$ cat config.mk
export PLATFORM = sky130hd
export DESIGN_NAME = aesctr_ram
export DESIGN_NICKNAME = d
export VERILOG_FILES = /design/src/design/aesctr_ram.sv
export SDC_FILE = /design/constraint.sdc
export NUM_CORES = 2
export LEC_CHECK = 0
export BUFFER_PORTS_ARGS = -buffer_cell sky130_fd_sc_hd__clkbuf_2
export CAP_MARGIN = 5
export CORE_MARGIN = 1.5
export CORE_UTILIZATION = 45
export CTS_CLUSTER_DIAMETER = 30
export DETAILED_ROUTE_END_ITERATION = 7
export PLACE_DENSITY = 0.73
export REMOVE_ABC_BUFFERS = 1
export SLEW_MARGIN = 20
export SYNTH_ARGS = -nofsm -noshare
export SYNTH_HDL_FRONTEND = slang
export SYNTH_SLANG_ARGS = --single-unit
$ cat constraint.sdc
create_clock -name clk -period 4.83 [get_ports clk]
set_input_delay 0.966 -clock clk [delete_from_list [all_inputs] [get_ports clk]]
set_output_delay 0.966 -clock clk [all_outputs]
set_load 0.02 [all_outputs]
$ cat src/design/aesctr_ram.sv
// generic ram with one write port and one read port, registered read
`timescale 1ns / 1ps
module aesctr_ram #(
  parameter int unsigned Width = 64,
  parameter int unsigned Depth = 30
) (
  input  logic                     clk,
  input  logic                     we,
  input  logic [$clog2(Depth)-1:0] waddr,
  input  logic [Width-1:0]         wdata,
  input  logic [$clog2(Depth)-1:0] raddr,
  output logic [Width-1:0]         rdata
);
  logic [Width-1:0] mem [Depth];
  always_ff @(posedge clk) begin
    if (we) mem[waddr] <= wdata;
    rdata <= mem[raddr];
  end
endmodule

Word-level counts from Yosys, hierarchy flattened
Memory sizes are Yosys's and may differ from the RTL's. A register that Yosys moved wholly into a read port is not among the register bits.
Index checks and enable logic that the tools add are counted.
{ "totals": {"mem_count": 1, "wordCells": 3, "ramBits": 1920, "register_bits": 0, "in_bits": 76} }
{ "op_classes": {"mux": 2} }
{ "memory_table": {"columns": ["memory", "words", "width", "read_ports", "rd_clocked_by_memory_dff", "write_ports", "line", "rtl"], "rows": [
  ["mem", 30, 64, 1, 1, 1, "14", "logic [Width-1:0] mem [Depth];"]
]} }
{ "op_table": {"columns": ["cell", "count"], "rows": [
  ["two-way mux 1 bit", 2]
]} }

Longest topological paths before layout
{ "depth": {"depth_word": 2, "depth_mapped": 10, "mapped_depth_nobuf": 4} }

Least setup slack after synthesis
Ideal clock, no wire load.
{ "synth_timing": {"kind": "input to register", "startpoint": "input waddr[0]", "endpoint": "memory mem[12][0] (enable)", "n_path_buf": 1, "arrival_ps": 4302, "slack_ps": 42, "path_stages": 3, "required_time_ps": 4344, "cell_sequence": "or3b_2 > clkbuf_1 > nor2_1"} }
{ "synth_lines": {"columns": ["item", "line", "rtl"], "rows": [
  ["from (decl)", "9", "input logic [$clog2(Depth)-1:0] waddr,"],
  ["to (decl)", "14", null]
]} }
No word-level cell before the write port.

Worst setup path after layout
{ "layout_timing": {"startpoint": "register rdata[24] (read register of mem)", "endpoint": "output rdata[24]"} }
{ "layout_lines": {"columns": ["item", "line", "rtl"], "rows": [
  ["from (decl)", "12", "output logic [Width-1:0] rdata"]
]} }
No word-level cell between the ends.

==> key figures <==
Setup path
  – CP Max Fanout: 1
  – R2r endpoint: rdata[49]$_DFF_P_
  – Crit path capture: rdata[24]
  – CP Launch Point: rdata[24]$_DFF_P_
  – Slowest CP cell: dfxtp_1
  – Critical path type: reg2out
  – Top Family by Delay on Critical Path: flip-flops
  – Worst reg-to-reg setup slack: 3200 ps
  – Arrival time of the worst setup path: 1690 ps
  – Max incr delay on CP: around 540 ps
  – Required time of the critical path: roughly 3900 ps
  – Worst setup SP type: flop
  – Crit path cell chain: clkbuf_2
  – Crit. End Element: output port
  – R2r worst-path depth: 3
  – Worst r2r src: mem[7][49]$_DFFE_PP_
  – CP Depth: 1
  – Crit path buffers/inverters: 1

Routing
  – DR vias/cell: 5.93
  – Remaining antenna violation count: 0
  – Routed WL: 184000 um
  – DRC violations left: 16
  – Via count: between 30000 and 40000
  – DRT Pass-1 Iters: 8
  – Starting DRT DRC Count: 4274
  – Avg WL per Cell: 28.7 um

Layout
  – FILL cells: about 12000
  – Layout net count: 4060
  – Share of cells above drive strength 1: 26.3%
  – Layout area overhead: 18.4%
  – Register area: around 0.059 sq mm
  – Multi-input gate area: around 0.015 sq mm

Clock tree
  – Setup Fix Bufs, Post-CTS: 0
  – CTS buffer count: 294
  – Clock transition at path regs: 60 ps
  – Cts repair resizes: 0
  – Clock tree sinks: 1984
  – Clock latency on the worst-skew pair: 900 ps
  – Clk buf depth: 4
  – H-tree Lvls: 5
  – CTS tree: built
  – Clk root buf: clkbuf_16
  – Hold-fix buffers, CTS: 0

Timing
  – Post-route minimum period: 2660 ps
  – Final Hold Vio Count: 0
  – Unrepaired setup endpoints after global routing: false
  – Final setup skew: ~44 ps
  – Worst slew pin tran: 1120 ps
  – Highest Clock Rate: roughly 0.38 GHz
  – # setup viols final: 0
  – Setup ws final: 2170 ps
  – Worst slew margin: between 20% and 30%
  – Period utilization: 55.1%
  – Setup TNS: 0 ps
  – Slew Viols, Final: 0

Floorplan
  – Chip width: ~400 um
  – Cell Rows: 149
  – Height of the die: 411 um
  – Core Region: 0.165 sq mm
  – I/O pin count: 140
  – Starting Density: between 40% and 50%
  – DIE AREA: roughly 0.17 sq mm

Logic synthesis
  – Synth area leaders: edfxtp_1 77%, mux4_2 7.2%, mux2i_1 5.3%, dfxtp_1 1.7%, a22oi_1 1.5%
  – Share of the synthesized area in the top cell type: between 70% and 80%
  – Gate Count Post-Synth: 3649
  – Synthesized flop and latch total: approximately 2000
  – Distinct cells, synth: 41
  – Syn Area/Cell: 20.5 sq um
  – Post-synthesis sequential area ratio: between 70 and 80%
  – Synth warnings: 0
  – Post-synthesis cell area: about 0.075 sq mm
  – Leading area contributor after synthesis: edfxtp_1

Placed design
  – Setup WS pre-CTS: 1260 ps
  – Final Wtd Congestion: 0.756
  – I/O Buffers: 139
  – Dpl hpwl: between 80000 and 90000 um

Outcome
  – Failing checks: DRC
  – Status: finished with violations

Flow run
  – Max-capacitance violation count: 0

Global routing
  – Vias in the first global route: 38942
  – GRT Overall Usage: 21.6%
  – Antenna violations before repair: 12
  – Largest net degree at the start of global routing: slightly above 70
  – Gr ovfl total: 0
  – First-pass GRT wire length: 265000 um

Pwr
  – Final Total Pwr: ~42 mW
  – Pleak: 29.5 nW
  – Max VDD drop: 0.000326 V
  – PD cells: 474 mW/mm^2

Hold path
  – Hold crit path type: reg2reg
[logic make-up (layout without fill, tap and decap cells)]
group	count (synthesis)	count (layout)	synth area share, %
AOI/OAI and AO/OA	380	380	3.60
and+or+nand+nor	363	363	2.36
buffers and inverters	203	757	1.55
muxes	719	719	13.7
DFF	1984	1984	78.7
other	0	3	0
[layout make-up]
type / count / area share (%)
antenna: 3 / 0.00847
multi-input combinational: 1462 / 17.0
timing repair buffer: 242 / 2.30
clock inverter: 189 / 2.38
clock buffer: 326 / 8.69
sequential: 1984 / 66.5
tap: 2189 / 3.09
[synth_stat cells]
master	instances
buf_6	13
nor4_1	42
clkbuf_1	71
o32ai_1	19
a21oi_1	36
nor3b_2	1
dfxtp_1	64
o21ai_0	47
nor4b_2	2
buf_2	62
or3b_2	4
buf_8	6
mux2i_1	396
a21o_1	9
mux2_2	84
or2_2	3
a211oi_1	19
o22ai_1	52
nor3_1	9
and3_1	2
a22o_1	25
buf_4	40
nand2b_1	4
nand3_1	35
a311o_1	25
nand3b_1	8
nand2_1	120
nor2b_1	24
a22oi_1	148
mux4_2	239
clkbuf_4	1
clkbuf_2	2
nand4_1	11
nor2_1	87
buf_1	8
nor4_2	2
and2_1	3
or3_1	2
edfxtp_1	1920
and4b_1	1
nor4bb_1	3
[power breakdown]
part	switching, mW	internal (mW)	total, mW
Combinational	1.10	0.594	1.69
Clock	7.81	13.2	21.0
Sequential	0.131	19.2	19.3
[worst min-delay path by stage]
stage / start / cells after the start / slack [ps] / to
final: mem[2][24]$_DFFE_PP_ / 3 / 570 / rdata[24]$_DFF_P_
after global routing: mem[2][57]$_DFFE_PP_ / 3 / 620 / rdata[57]$_DFF_P_
after CTS: mem[2][24]$_DFFE_PP_ / 3 / 570 / rdata[24]$_DFF_P_
after detailed placement: mem[28][9]$_DFFE_PP_ / 4 / 580 / rdata[9]$_DFF_P_
after global placement: mem[28][43]$_DFFE_PP_ / 4 / 580 / rdata[43]$_DFF_P_
after floorplan: mem[28][15]$_DFFE_PP_ / 4 / 560 / rdata[15]$_DFF_P_
[cell usage in the layout, fill, tap and decap left out, drive strengths merged, types with 64 or more instances in the layout]
master / count
edfxtp: 1920
clkbuf: 460
mux2i: 396
mux4: 239
a22oi: 148
nand2: 120
buf: 108
nor2: 87
mux2: 84
dfxtp: 64
[metal layers]
| metal | vias to the layer above | GRT usage, % | part of all wire (%) |
|---|---|---|---|
| met5 | - | 0 | 0.044 |
| li1 | 15792 | - | - |
| met4 | 12 | 7.36 | 2.9 |
| met3 | 347 | 5.11 | 9.8 |
| met1 | 19740 | 29.1 | 39 |
| met2 | 2031 | 34.8 | 48 |
[state kept, by name, summed over array words and instances, names as in the netlist]
signal / flops
mem: 1920
rdata: 64
[stage by stage]
step	hold WS (ps)	instances	utilization, %	area (sq um)
after floorplan	556	3446	-	73700
after global placement	576	5876	47.8	78800
after detailed placement	579	5876	47.8	78800
after CTS	570	6391	53.7	88600
after global routing	618	6393	53.7	88600
final	566	6395	53.7	88600
(Power assumes the default switching activity.)
